===== src/hdl/ssnd_pkg.sv =====
// ----------------------------------------------------------------------------
// Seven-segment number display package
// Shared opcodes, segment constants, controller states and the command and
// status groups that pass between the controller and the datapath.
// ----------------------------------------------------------------------------
package ssnd_pkg;

  typedef enum logic [1:0] {
    OP_SET     = 2'd0,
    OP_REFRESH = 2'd1,
    OP_CLEAR   = 2'd2
  } ssnd_op_e;

  typedef enum logic [1:0] {
    ST_IDLE   = 2'd0,
    ST_TEST   = 2'd1,
    ST_DIGIT  = 2'd2,
    ST_FINISH = 2'd3
  } ssnd_state_e;

  localparam logic [7:0]  PAT_OFF   = 8'hFF;
  localparam logic [7:0]  PAT_DOT   = 8'h7F;
  localparam logic [7:0]  PAT_MINUS = 8'hBF;

  // floor(n / 10) == (n * RECIP10) >> RECIP10_SHIFT for every 32-bit n.
  localparam logic [31:0] RECIP10       = 32'hCCCC_CCCD;
  localparam int          RECIP10_SHIFT = 35;

  typedef struct packed {
    logic load;     // capture a new value and point position
    logic blank;    // set every digit to all-off
    logic mul;      // register the quotient of the current magnitude
    logic digit;    // write one digit and shift the magnitude down
    logic finish;   // place the decimal point and the minus sign
    logic advance;  // step the scan pointer after a refresh
  } ssnd_cmd_t;

  typedef struct packed {
    logic loop_go;  // another digit has to be written
  } ssnd_stat_t;

  function automatic logic [7:0] ssnd_glyph(input logic [3:0] d);
    logic [7:0] p;
    unique case (d)
      4'd0:    p = 8'hC0;
      4'd1:    p = 8'hF9;
      4'd2:    p = 8'hA4;
      4'd3:    p = 8'hB0;
      4'd4:    p = 8'h99;
      4'd5:    p = 8'h92;
      4'd6:    p = 8'h82;
      4'd7:    p = 8'hF8;
      4'd8:    p = 8'h80;
      4'd9:    p = 8'h90;
      default: p = PAT_OFF;
    endcase
    return p;
  endfunction

endpackage


===== src/hdl/ssnd_ctrl.sv =====
// ----------------------------------------------------------------------------
// Seven-segment number display controller
// Accepts items, sequences the digit conversion and issues datapath commands.
// ----------------------------------------------------------------------------
module ssnd_ctrl import ssnd_pkg::*; (
  input  logic       clk_i,
  input  logic       rst_ni,
  input  logic       in_valid_i,
  input  logic [1:0] op_i,
  input  logic       out_full_i,
  input  ssnd_stat_t stat_i,
  output logic       in_stall_o,
  output logic       push_o,
  output ssnd_cmd_t  cmd_o
);

  ssnd_state_e state_q, state_d;
  logic        accept;

  assign in_stall_o = (state_q != ST_IDLE) || out_full_i;
  assign accept     = in_valid_i && !in_stall_o;

  always_ff @(posedge clk_i or negedge rst_ni) begin
    if (!rst_ni) begin
      state_q <= ST_IDLE;
    end else begin
      state_q <= state_d;
    end
  end

  always_comb begin
    state_d = state_q;
    unique case (state_q)
      ST_IDLE: begin
        if (accept && (op_i == OP_SET)) begin
          state_d = ST_TEST;
        end
      end
      ST_TEST: begin
        state_d = stat_i.loop_go ? ST_DIGIT : ST_FINISH;
      end
      ST_DIGIT:  state_d = ST_TEST;
      ST_FINISH: state_d = ST_IDLE;
      default:   state_d = ST_IDLE;
    endcase
  end

  always_comb begin
    cmd_o  = '0;
    push_o = 1'b0;
    unique case (state_q)
      ST_IDLE: begin
        if (accept) begin
          unique case (op_i)
            OP_SET: begin
              cmd_o.load  = 1'b1;
              cmd_o.blank = 1'b1;
            end
            OP_REFRESH: begin
              cmd_o.advance = 1'b1;
              push_o        = 1'b1;
            end
            OP_CLEAR: cmd_o.blank = 1'b1;
            default: ;
          endcase
        end
      end
      ST_TEST:   cmd_o.mul    = stat_i.loop_go;
      ST_DIGIT:  cmd_o.digit  = 1'b1;
      ST_FINISH: cmd_o.finish = 1'b1;
      default: ;
    endcase
  end

`ifndef SYNTHESIS
  assert property (@(posedge clk_i) disable iff (!rst_ni)
    (state_q == ST_FINISH) |=> (state_q == ST_IDLE))
    else $error("controller did not return to idle after finishing");

  assert property (@(posedge clk_i) disable iff (!rst_ni)
    (state_q == ST_DIGIT) |-> ($past(state_q) == ST_TEST))
    else $error("digit write not preceded by a quotient step");

  assert property (@(posedge clk_i) disable iff (!rst_ni)
    push_o |-> (!out_full_i && (state_q == ST_IDLE)))
    else $error("refresh result pushed while busy or output full");
`endif

endmodule


===== src/hdl/ssnd_datapath.sv =====
// ----------------------------------------------------------------------------
// Seven-segment number display datapath
// Holds the segment buffer, the scan pointer and the conversion registers.
// ----------------------------------------------------------------------------
module ssnd_datapath import ssnd_pkg::*; #(
  parameter int DIGITS = 8
) (
  input  logic                clk_i,
  input  logic                rst_ni,
  input  ssnd_cmd_t           cmd_i,
  input  logic signed [31:0]  number_i,
  input  logic        [3:0]   point_position_i,
  output ssnd_stat_t          stat_o,
  output logic        [2:0]   sel_o,
  output logic        [7:0]   pat_o
);

  localparam int IdxW = (DIGITS > 1) ? $clog2(DIGITS) : 1;
  localparam int CntW = $clog2(DIGITS + 1);

  logic [7:0]      pat_q [DIGITS];
  logic [IdxW-1:0] scan_q;
  logic [31:0]     mag_q;
  logic [28:0]     quo_q;
  logic [CntW-1:0] cnt_q;
  logic [IdxW-1:0] point_q;
  logic            neg_q;

  logic [31:0]     raw;
  logic [63:0]     prod;
  logic [31:0]     quo_ext;
  logic [31:0]     tens;
  logic [3:0]      rem;
  logic [IdxW-1:0] wr_idx;
  logic [IdxW-1:0] dot_idx;
  logic            point_ok;
  logic            cnt_room;

  assign raw      = $unsigned(number_i);
  assign point_ok = ({1'b0, point_position_i} < 5'(DIGITS));
  assign cnt_room = (5'(cnt_q) < 5'(DIGITS));

  assign stat_o.loop_go = ((mag_q != 32'd0) || (5'(cnt_q) <= 5'(point_q))) && cnt_room;

  assign prod    = 64'(mag_q) * 64'(RECIP10);
  assign quo_ext = 32'(quo_q);
  assign tens    = (quo_ext << 3) + (quo_ext << 1);
  assign rem     = 4'(mag_q - tens);

  // The count never reaches DIGITS where these addresses are used.
  assign wr_idx  = IdxW'(DIGITS - 1) - cnt_q[IdxW-1:0];
  assign dot_idx = IdxW'(DIGITS - 1) - point_q;

  assign sel_o = 3'(scan_q);
  assign pat_o = pat_q[scan_q];

  always_ff @(posedge clk_i) begin
    if (cmd_i.load) begin
      mag_q   <= raw[31] ? (32'd0 - raw) : raw;
      neg_q   <= raw[31];
      point_q <= point_ok ? IdxW'(point_position_i) : '0;
    end else if (cmd_i.digit) begin
      mag_q <= quo_ext;
    end
    if (cmd_i.mul) begin
      quo_q <= prod[63:RECIP10_SHIFT];
    end
  end

  always_ff @(posedge clk_i or negedge rst_ni) begin
    if (!rst_ni) begin
      cnt_q  <= '0;
      scan_q <= '0;
    end else begin
      if (cmd_i.load) begin
        cnt_q <= '0;
      end else if (cmd_i.digit) begin
        cnt_q <= cnt_q + CntW'(1);
      end
      if (cmd_i.advance) begin
        scan_q <= (scan_q == IdxW'(DIGITS - 1)) ? '0 : scan_q + IdxW'(1);
      end
    end
  end

  always_ff @(posedge clk_i or negedge rst_ni) begin
    if (!rst_ni) begin
      for (int i = 0; i < DIGITS; i++) begin
        pat_q[i] <= PAT_OFF;
      end
    end else begin
      for (int i = 0; i < DIGITS; i++) begin
        if (cmd_i.blank) begin
          pat_q[i] <= PAT_OFF;
        end else if (cmd_i.digit && (wr_idx == IdxW'(i))) begin
          pat_q[i] <= ssnd_glyph(rem);
        end else if (cmd_i.finish) begin
          // The sign lands left of every written digit, so it never meets the dot.
          if (neg_q && cnt_room && (wr_idx == IdxW'(i))) begin
            pat_q[i] <= PAT_MINUS;
          end else if ((point_q != '0) && (dot_idx == IdxW'(i))) begin
            pat_q[i] <= pat_q[i] & PAT_DOT;
          end
        end
      end
    end
  end

endmodule


===== src/hdl/ssnd_out.sv =====
// ----------------------------------------------------------------------------
// Seven-segment number display output stage
// Output register with one skid entry so a refresh can be taken while the
// previous result is still stalled.
// ----------------------------------------------------------------------------
module ssnd_out import ssnd_pkg::*; (
  input  logic       clk_i,
  input  logic       rst_ni,
  input  logic       push_i,
  input  logic [2:0] sel_i,
  input  logic [7:0] pat_i,
  input  logic       out_stall_i,
  output logic       out_valid_o,
  output logic [2:0] digit_select_o,
  output logic [7:0] segment_pattern_o,
  output logic       full_o
);

  logic       out_valid_q;
  logic [2:0] out_sel_q;
  logic [7:0] out_pat_q;
  logic       skid_valid_q;
  logic [2:0] skid_sel_q;
  logic [7:0] skid_pat_q;
  logic       pop;

  assign pop               = out_valid_q && !out_stall_i;
  assign out_valid_o       = out_valid_q;
  assign digit_select_o    = out_sel_q;
  assign segment_pattern_o = out_pat_q;
  assign full_o            = skid_valid_q;

  always_ff @(posedge clk_i or negedge rst_ni) begin
    if (!rst_ni) begin
      out_valid_q  <= 1'b0;
      skid_valid_q <= 1'b0;
    end else begin
      if (pop) begin
        out_valid_q  <= skid_valid_q || push_i;
        skid_valid_q <= 1'b0;
      end else if (push_i) begin
        out_valid_q  <= 1'b1;
        skid_valid_q <= out_valid_q;
      end
    end
  end

  always_ff @(posedge clk_i) begin
    if (pop) begin
      if (skid_valid_q) begin
        out_sel_q <= skid_sel_q;
        out_pat_q <= skid_pat_q;
      end else if (push_i) begin
        out_sel_q <= sel_i;
        out_pat_q <= pat_i;
      end
    end else if (push_i) begin
      if (out_valid_q) begin
        skid_sel_q <= sel_i;
        skid_pat_q <= pat_i;
      end else begin
        out_sel_q <= sel_i;
        out_pat_q <= pat_i;
      end
    end
  end

`ifndef SYNTHESIS
  assert property (@(posedge clk_i) disable iff (!rst_ni)
    skid_valid_q |-> out_valid_q)
    else $error("skid entry held while output register empty");

  assert property (@(posedge clk_i) disable iff (!rst_ni)
    push_i |-> !skid_valid_q)
    else $error("item pushed into a full output stage");

  assert property (@(posedge clk_i) disable iff (!rst_ni)
    (pop && skid_valid_q) |=> (out_valid_q && !skid_valid_q))
    else $error("skid entry not moved into the output register");
`endif

endmodule


===== src/hdl/seven_segment_number_display_core.sv =====
// ----------------------------------------------------------------------------
// Seven-segment number display core
// Converts signed values to segment patterns for a multiplexed display and
// returns one digit select and pattern for each refresh item.
// ----------------------------------------------------------------------------
//  Channel  Signals                                      Direction
//  input    in_valid_i, in_stall_o, op_i, number_i,     in
//           point_position_i
//  output   out_valid_o, out_stall_i, digit_select_o,   out
//           segment_pattern_o
//
//  A refresh or clear item is taken in the idle state; a refresh result goes
//  to the output register, or to its skid entry while that register stalls.
//  A set item writes at most DIGITS digits: it loads the value, then for each
//  digit registers the divide-by-ten quotient from the reciprocal multiply and
//  writes the digit, and last places the decimal point and the minus sign.
//  Reset blanks every digit and returns the scan pointer to digit 0.
//  Input is stalled while a set item converts, or while both the output
//  register and its skid entry hold unaccepted results.
// ----------------------------------------------------------------------------
module seven_segment_number_display_core import ssnd_pkg::*; #(
  parameter int DIGITS = 8
) (
  input  logic               clk_i,
  input  logic               rst_ni,
  input  logic               in_valid_i,
  output logic               in_stall_o,
  input  logic [1:0]         op_i,
  input  logic signed [31:0] number_i,
  input  logic [3:0]         point_position_i,
  output logic               out_valid_o,
  input  logic               out_stall_i,
  output logic [2:0]         digit_select_o,
  output logic [7:0]         segment_pattern_o
);

  ssnd_cmd_t  cmd;
  ssnd_stat_t stat;
  logic       push;
  logic       out_full;
  logic [2:0] sel;
  logic [7:0] pat;

  ssnd_ctrl u_ctrl (
    .clk_i      (clk_i),
    .rst_ni     (rst_ni),
    .in_valid_i (in_valid_i),
    .op_i       (op_i),
    .out_full_i (out_full),
    .stat_i     (stat),
    .in_stall_o (in_stall_o),
    .push_o     (push),
    .cmd_o      (cmd)
  );

  ssnd_datapath #(
    .DIGITS (DIGITS)
  ) u_datapath (
    .clk_i            (clk_i),
    .rst_ni           (rst_ni),
    .cmd_i            (cmd),
    .number_i         (number_i),
    .point_position_i (point_position_i),
    .stat_o           (stat),
    .sel_o            (sel),
    .pat_o            (pat)
  );

  ssnd_out u_out (
    .clk_i             (clk_i),
    .rst_ni            (rst_ni),
    .push_i            (push),
    .sel_i             (sel),
    .pat_i             (pat),
    .out_stall_i       (out_stall_i),
    .out_valid_o       (out_valid_o),
    .digit_select_o    (digit_select_o),
    .segment_pattern_o (segment_pattern_o),
    .full_o            (out_full)
  );

endmodule


===== config.mk =====
export PLATFORM = sky130hd
export DESIGN_NAME = seven_segment_number_display_core
export DESIGN_NICKNAME = d
export VERILOG_FILES = /design/src/hdl/ssnd_pkg.sv /design/src/hdl/ssnd_ctrl.sv /design/src/hdl/ssnd_datapath.sv /design/src/hdl/ssnd_out.sv /design/src/hdl/seven_segment_number_display_core.sv
export SDC_FILE = /design/constraint.sdc
export NUM_CORES = 1
export LEC_CHECK = 0
export BUFFER_PORTS_ARGS = -buffer_cell sky130_fd_sc_hd__buf_2
export CELL_PAD_IN_SITES_DETAIL_PLACEMENT = 1
export CELL_PAD_IN_SITES_GLOBAL_PLACEMENT = 1
export CORE_MARGIN = 4
export CORE_UTILIZATION = 35
export CTS_BUF_LIST = sky130_fd_sc_hd__clkbuf_4 sky130_fd_sc_hd__clkbuf_8 sky130_fd_sc_hd__clkbuf_16
export DETAILED_ROUTE_END_ITERATION = 7
export GPL_TIMING_DRIVEN = 0
export PLACE_DENSITY_LB_ADDON = 0.1
export SLEW_MARGIN = 20
export SYNTH_ARGS = -nofsm -noshare
export SYNTH_HDL_FRONTEND = slang
export SYNTH_SLANG_ARGS = --single-unit
export TNS_END_PERCENT = 5

===== constraint.sdc =====
create_clock -name clk_i -period 8.59 [get_ports clk_i]
set_input_delay 0.859 -clock clk_i [delete_from_list [all_inputs] [get_ports clk_i]]
set_output_delay 0.859 -clock clk_i [all_outputs]
set_load 0.02 [all_outputs]

# == Yosys cells after proc, flatten, opt, wreduce, memory -nomap -nowiden ==
# Memory sizes are Yosys's and may differ from the RTL's.
# Index checks and enable logic that the tools add are counted.
# totals
regBits,162
rom_bits,896
out_inout_bits,13
elab_cells,236
memories,8
# memory_table
memory,depth,word_bits,rd,rd_clocked_by_memory_dff,wr,line,text
(no name shown),16,7,1,0,0,ssnd_pkg.sv:44,unique case (d)
(no name shown),16,7,1,0,0,ssnd_pkg.sv:44,
(no name shown),16,7,1,0,0,ssnd_pkg.sv:44,
(no name shown),16,7,1,0,0,ssnd_pkg.sv:44,
(no name shown),16,7,1,0,0,ssnd_pkg.sv:44,
(no name shown),16,7,1,0,0,ssnd_pkg.sv:44,
+2 memories,-,-,-,-,-,-,
# op_classes
n_addsub,7
n_mul,1
magnitude_cmp,4
n_eq_ne,22
mux,76
n_bitwise,2
n_reduce_logical,87
# ops
cell,count
$mux W8,47
$mux W32,3
$mul A32 B32 Y64 const B,1
$reduce_bool A3 Y1,17
$reduce_and A2 Y1,16
$reduce_bool A32 Y1,1
$reduce_bool A4 Y1,8
$sub A1 B32 Y32 const A,1
$logic_and A1 B1 Y1,29
$eq A3 B3 Y1 const B,9
$bmux W8 S3,1
$mux W3,6
$mux W1,13
$eq A3 B2 Y1 const B,4
$lt A4 B4 Y1 const B,2
$mux W4,2
$pmux W2 S4,1
$reduce_bool A2 Y1,4
$eq A2 B2 Y1 const B,3
$eq A3 B1 Y1 const B,2
$logic_not A3 Y1,2
$mux W2,3
$reduce_and A3 Y1,2
$sub A3 B3 Y3 const A,2
15 further kinds,20

# == Longest topological paths before layout ==
# Gate-level depths: netlist of run 1.
# depth
word_depth,9
depth_mapped,25
mapped_depth_nobuf,24

# == Cells and area by module ==
# A second synthesis of run 1 with hierarchy kept.
# hier_totals
hier_cells,2424
area_unflattened_um2,25124.1
# by_module_without_submodules
module,n_inst,cells_each,area_each_um2
ssnd_datapath,1,2363,24028.0
ssnd_out,1,46,948.4
ssnd_ctrl,1,15,147.6

# == Least setup slack after synthesis of run 1 ==
# No wires, ideal clock.
# synth_timing
kind,register to register
start,register u_datapath.mag_q[19]
end,"register u_datapath.quo_q[25], data pin"
setup_ps,261
t_arrival_ps,6959
path_slack_ps,1371
stages_incl_launch_ff,25
path_buffers,1
synth_period_minus_slack_ps,7219
cell_sequence,edfxtp_1 -> ha_1 -> inv_1 -> fa_1 -> inv_1 -> fa_1 -> inv_1 -> fa_1 -> inv_1 -> fa_1 -> fa_1 -> fa_1 -> inv_1 -> fa_1 -> inv_1 -> ha_1 -> clkbuf_1 -> nand4_1 -> or4_1 -> or3_1 -> a311oi_1 -> nor4_1 -> o21ai_0 -> a221oi_1 -> a2bb2oi_1
# synth_via
elab_chain_cells,1
# synth_rtl
element,line,text
"start, declared",ssnd_datapath.sv:23,logic [31:0] mag_q;
"start signal, assigned",ssnd_datapath.sv:59,mag_q <= raw[31] ? (32'd0 - raw) : raw;
"start signal, assigned",ssnd_datapath.sv:63,mag_q <= quo_ext;
$mul A32 B32 Y64,ssnd_datapath.sv:45,assign prod = 64'(mag_q) * 64'(RECIP10);
via u_datapath.prod[60],ssnd_datapath.sv:30,logic [63:0] prod;
"end signal, assigned",ssnd_datapath.sv:66,quo_q <= prod[63:RECIP10_SHIFT];
"end, declared",ssnd_datapath.sv:24,logic [28:0] quo_q;
# The timed path passes the listed nets, and every way through them passes these cells.
# A chain may end at the register's enable or synchronous reset.

# == Worst setup path in the final report of run 1 ==
# layout_timing
start,register u_datapath.mag_q[11]
end,"register u_datapath.quo_q[25], data pin"
# The elaborated chain is that of the path after synthesis.

==> reports/summary.txt, run 1 <==
Bufs and invs on worst path: 6
Wirelength, routed: 82400 µm
Critical Path, Cell by Cell: buf_4, inv_1, ha_1, clkbuf_1, inv_1, fa_1, fa_1, fa_1, inv_1, fa_1, fa_1, fa_1, ha_1, ha_1, clkbuf_1, nand4_1, or4_1, or3_1, a311oi_4, nor4_2, o21ai_1, a221oi_1, a2bb2oi_1
All-Layer GR Usage: 0.223
FP Rows: 97
RSZ-0062 raised after global routing: no
Crit end category: flop
Yosys cell types: 58
Max Cap Viol: 0
Final hold vios: 0
Slew HR: 0.292
Post-DP HPWL: 71800 µm
H-tree lvl count: 4
Share of cells above drive strength 1: 0.108
Core Area: 70300 µm²
CTS Buf Count: 17
Clk root buf: clkbuf_16
Main area contributors after synthesis: fa_1 (31%), ha_1 (19%), edfxtp_1 (11%)
Delay-heaviest family, CP: adder cells
Synthesized area: 24900 µm²
Outcome: finished, final reports clean
Detailed Route Iter0 Violations: 844
# setup viols final: 0
Final Max Tran Viols: 0
Seq/Total Area, Yosys: 0.184
CTS tree: built
Number of global-route vias before repair: 19700
Post-synth top flop: edfxtp_1
Die area: 75300 µm²
CP Class: reg2reg
Worst-Margin Slew: 1.06 ns
Final antenna-violating net count: 0
# fillers: 7850
DRC viols: 0
Top Ports: 55
Yosys reg bits: 162
Cell mode on critical path: fa_1
Hold_buf cts: 0
Syn Nets: 3208
Yosys Warn Count: 0
Avg Inst Size Synth: 10.4 µm²
Initial DRT Pass Iterations: 4
Skew final: 0.0153 ns
Routability cong.: 0.900
Count leader, synth: inv_1
Initial antenna violation count: 1
Synth async-reset ratio: 0.463
Worst Path Required: 8.76 ns
Clock Latency Late Sink: 0.43 ns
Crit path max fanout: 8
Die height: 274 µm
Setup crit start kind: flop
Worst Hold Class: in2async
Clock buffer depth: 2
Initial Util: 0.354
Largest net degree at the start of global routing: 41
Global-route wire length before repair: 125000 µm
Grt total ovfl: 0
Setup TNS: 0 ns
Die X: 274 µm
Max Fclk: 120 MHz
Clock sink count: 162
Crit path DAT: 8.53 ns
Ant. Diodes: 0
Crit share post-route: 0.973
Area leader, netlist: fa_1
Clock period minus worst slack: 8.36 ns
Hold WS: 0.376 ns
Number of flops mapped to enable cells by yosys: 87
Area delta synth->final: 10.6%
Syn Inst Count: 2396
Layout Nets: 3326
Synth cell count leaders: inv_1 (591), fa_1 (386), ha_1 (384), nand2_1 (130), a21oi_1 (98)
Post-DR wirelength/cell: 23.8 µm
I/O Buffers: 54
Detailed-route via count: 17300
Critical Path Slowest Stage Cell: or4_1
Reg clk slew, reported paths: 0.07 ns
Yosys top cell area share: 0.311
Slowest stage delay, CP: 0.67 ns
Via density per instance: 5.00
[cells in the final DEF (no fill, tap or decap), types with 38 or more instances in the layout]
cell	synthesis	routed
nand2_1	130	129
dfstp_2	64	64
xor2_1	67	64
xnor2_1	42	42
inv_1	591	591
a21o_1	48	48
edfxtp_1	87	87
o21ai_0	75	74
buf_4	0	38
ha_1	384	373
a21oi_1	98	98
fa_1	386	386
nor2_1	66	66
buf_2	0	54
[per-layer routing]
| layer | global-route usage | wire length [µm] | part of all wire | up-vias |
|---|---|---|---|---|
| li1 | - | - | - | 7977 |
| met1 | 0.298 | 37000 | 0.45 | 9074 |
| met2 | 0.399 | 41600 | 0.51 | 224 |
| met3 | 0.0161 | 1780 | 0.022 | 61 |
| met4 | 0.0477 | 1970 | 0.024 | 0 |
| met5 | 0 | 0 | 0 | - |
[through the flow]
stage,std cells,worst slack (ns),area [µm²],util
2_1_floorplan,2396,1.37,24900,-
3_3_place_gp,3390,-0.961,26300,0.374
3_5_place_dp,3394,-0.678,26400,0.376
4_1_cts,3450,0.00144,27300,0.388
5_1_grt,3467,0.0142,27500,0.391
6_report,3467,0.231,27500,0.391
[repair_timing]
item,CTS,global route
gates cloned,0,0
setup buffers,26,17
pin swaps,0,0
gates resized for setup,13,13
endpoints found under the setup margin,10,11
[path summary, 6_finish.rpt]
path                                                        from                               end  slack [ns]  cells past startpoint
worst max-delay path              u_datapath.mag_q[11]$_DFFE_PP_    u_datapath.quo_q[25]$_DFFE_PP_        0.23                     23
worst min-delay path                                      rst_ni   u_datapath.sel_o[0]$_DFFE_PN0P_        0.38                      1
worst max register to register    u_datapath.mag_q[11]$_DFFE_PP_    u_datapath.quo_q[25]$_DFFE_PP_        0.23                     23
worst min register to register  u_datapath.pat_q[15]$_DFFE_PN1P_  u_datapath.pat_q[15]$_DFFE_PN1P_        0.47                      2
max in group asynchronous                                 rst_ni  u_datapath.pat_q[31]$_DFFE_PN1P_        7.55                      2
min in group clk_i              u_datapath.pat_q[15]$_DFFE_PN1P_  u_datapath.pat_q[15]$_DFFE_PN1P_        0.47                      2
[flip-flops by register name, indices dropped and copies added, names as in the netlist, 2 cells and up]
register / cells
u_datapath.pat_q: 64
u_datapath.mag_q: 32
u_datapath.quo_q: 29
u_out.segment_pattern_o: 8
u_out.skid_pat_q: 8
u_datapath.cnt_q: 4
u_datapath.point_q: 3
u_datapath.sel_o: 3
u_out.digit_select_o: 3
u_out.skid_sel_q: 3
u_ctrl.state_q: 2
[cells by family after synthesis]
logic type	Yosys count	share of synthesized area
and+or+nand+nor	341	0.0649
AOI/OAI and AO/OA	343	0.0887
adders and majority gates	770	0.504
muxes	38	0.0244
DFF	162	0.184
xor gates and xnor gates	109	0.0384
buffers and inverters	633	0.0956
[area by class of cell]
class / instances / area [µm²] / share of cell area
multi-input combinational: 1601 / 18000 / 0.656
sequential: 162 / 4570 / 0.166
inverter: 592 / 2220 / 0.0808
tap: 940 / 1180 / 0.0428
timing repair buffer: 101 / 743 / 0.0270
clock buffer: 17 / 425 / 0.0155
clock inverter: 15 / 166 / 0.00605
buffer: 39 / 148 / 0.00537
Power of run 1 is left out: the tool's default activity adds up to more than one toggle a clock period on the data nets, which glitch-free logic cannot reach.
==> run 2: changes to the inputs <==
Settings changed: PLACE_DENSITY from default to 0.59, PLACE_DENSITY_LB_ADDON 0.1 to default.
==> run 2 against run 1 <==
  * Sequential cell count is the same
  * Die area is the same
  * Cell count shrank 0.14%
  * Design area shrank 0.24%
  * Count of clock-buffer cells in the layout is the same
  * Sequential share of layout area is essentially flat
==> reports/summary.txt, run 2 (synthesis gave the netlist of run 1 again) <==
Outcome: finished, final reports clean
CTS tree: built
Slew HR: 0.279
Grt total ovfl: 0
Largest Register: u_datapath.pat_q
Critical Path Slowest Stage Cell: or4_1
M1 WL: 35000 µm
Area delta synth->final: 10.3%
Post-DP HPWL: 69700 µm
Global-route wire length before repair: 123000 µm
FP Rows: 97
Clock Latency Late Sink: 0.43 ns
Max Fclk: 120 MHz
Most common cell after layout, fill and taps aside: inv_1
Clk root buf: clkbuf_16
Clock period minus worst slack: 8.31 ns
Worst Path Required: 8.76 ns
Top Ports: 55
Crit path max fanout: 5
Skew final: 0.0147 ns
H-tree lvl count: 4
Final Max Tran Viols: 0
Final antenna-violating net count: 0
Initial DRT Pass Iterations: 5
Die area: 75300 µm²
Die X: 274 µm
Hold_buf cts: 0
CP Class: reg2reg
Met3 Wirelength: 2700 µm
I/O Buffers: 54
Crit share post-route: 0.968
Clock sink count: 162
Reg clk slew, reported paths: 0.07 ns
Worst-Margin Slew: 1.08 ns
All-Layer GR Usage: 0.220
Clock buffer depth: 2
DRC viols: 0
Setup crit start kind: flop
Commonest cells after routing, fill and taps aside: inv_1 (591), fa_1 (386), ha_1 (374)
Delay-heaviest family, CP: adder cells
Final instance area: 27400 µm²
Biggest regs: u_datapath.pat_q: 64 flops, u_datapath.mag_q: 32 flops, u_datapath.quo_q: 29 flops
Post-DR wirelength/cell: 23.2 µm
Max Cap Viol: 0
Layout Nets: 3320
Number of global-route vias before repair: 19800
Core Area: 70300 µm²
Area after DPL: 26400 µm²
Crit path DAT: 8.49 ns
Max Used Layer: met4
# setup viols final: 0
Routability cong.: 0.907
Slowest stage delay, CP: 0.68 ns
Crit end category: flop
CTS Buf Count: 17
Largest register FFs: 64
Bufs and invs on worst path: 6
Final hold vios: 0
Met2 WL: 38900 µm
Initial antenna violation count: 0
Critical Path, Cell by Cell: buf_4, buf_4, ha_1, inv_1, fa_1, inv_1, fa_1, inv_1, fa_1, inv_1, fa_1, fa_1, fa_1, fa_1, ha_1, nand4_1, or4_1, or3_1, a311oi_4, nor4_1, a21oi_1, a41oi_1, xnor2_1
Worst Hold Class: in2async
Detailed Route Iter0 Violations: 781
Die height: 274 µm
Initial Util: 0.354
RSZ-0062 raised after global routing: yes
Cell mode on critical path: fa_1
Wirelength, routed: 80300 µm
Detailed-route via count: 17300
Share of cells above drive strength 1: 0.107
Largest net degree at the start of global routing: 60
Via density per instance: 5.00
==> run 2: routing by layer <==
layer | GRT usage | vias to the layer above
met4 | 0.0844 | 0
met1 | 0.284 | 8948
met2 | 0.372 | 292
met3 | 0.0317 | 97
met5 | 0 | -
li1 | - | 7964
==> run 2: stage by stage <==
stage / setup TNS [ns] / worst slack, ns / instances / hold WS, ns / utilization
floorplan: 0 / 1.37 / 2396 / 0.437 / -
global placement: -7.75 / -1.12 / 3390 / 0.458 / 0.374
detailed placement: -4.83 / -0.727 / 3393 / 0.457 / 0.376
CTS: 0 / 0.00927 / 3455 / 0.272 / 0.389
global route: -0.0487 / -0.0487 / 3461 / 0.277 / 0.390
finish: 0 / 0.278 / 3462 / 0.290 / 0.390
==> run 2: path summary, 6_finish.rpt <==
kind | to | start | slack, ns | cells after the start
worst max-delay path | u_datapath.quo_q[21]$_DFFE_PP_ | u_datapath.mag_q[11]$_DFFE_PP_ | 0.28 | 23
worst min-delay path | u_out.out_valid_o$_DFFE_PN0P_ | rst_ni | 0.29 | 1
worst max register to register | u_datapath.quo_q[21]$_DFFE_PP_ | u_datapath.mag_q[11]$_DFFE_PP_ | 0.28 | 23
worst min register to register | u_datapath.pat_q[15]$_DFFE_PN1P_ | u_datapath.pat_q[15]$_DFFE_PN1P_ | 0.46 | 2
max in group asynchronous | u_datapath.pat_q[22]$_DFFE_PN1P_ | rst_ni | 7.66 | 2
min in group clk_i | u_datapath.pat_q[15]$_DFFE_PN1P_ | u_datapath.pat_q[15]$_DFFE_PN1P_ | 0.46 | 2
==> run 2: timing repair <==
| action | in CTS | in global routing |
|---|---|---|
| endpoints found under the setup margin | 11 | 8 |
| resized for setup | 14 | 11 |
| pin swaps | 0 | 2 |
| setup buffers | 30 | 9 |
==> run 2: final cells by class <==
type,count,area [µm²]
clock inverter,15,195
inverter,592,2220
antenna,1,2.50
sequential,162,4570
timing repair buffer,96,658
tap,940,1180
clock buffer,17,425
multi-input combinational,1601,18000
buffer,38,146
fill,7965,42800
Power of run 2 is left out for the same reason.
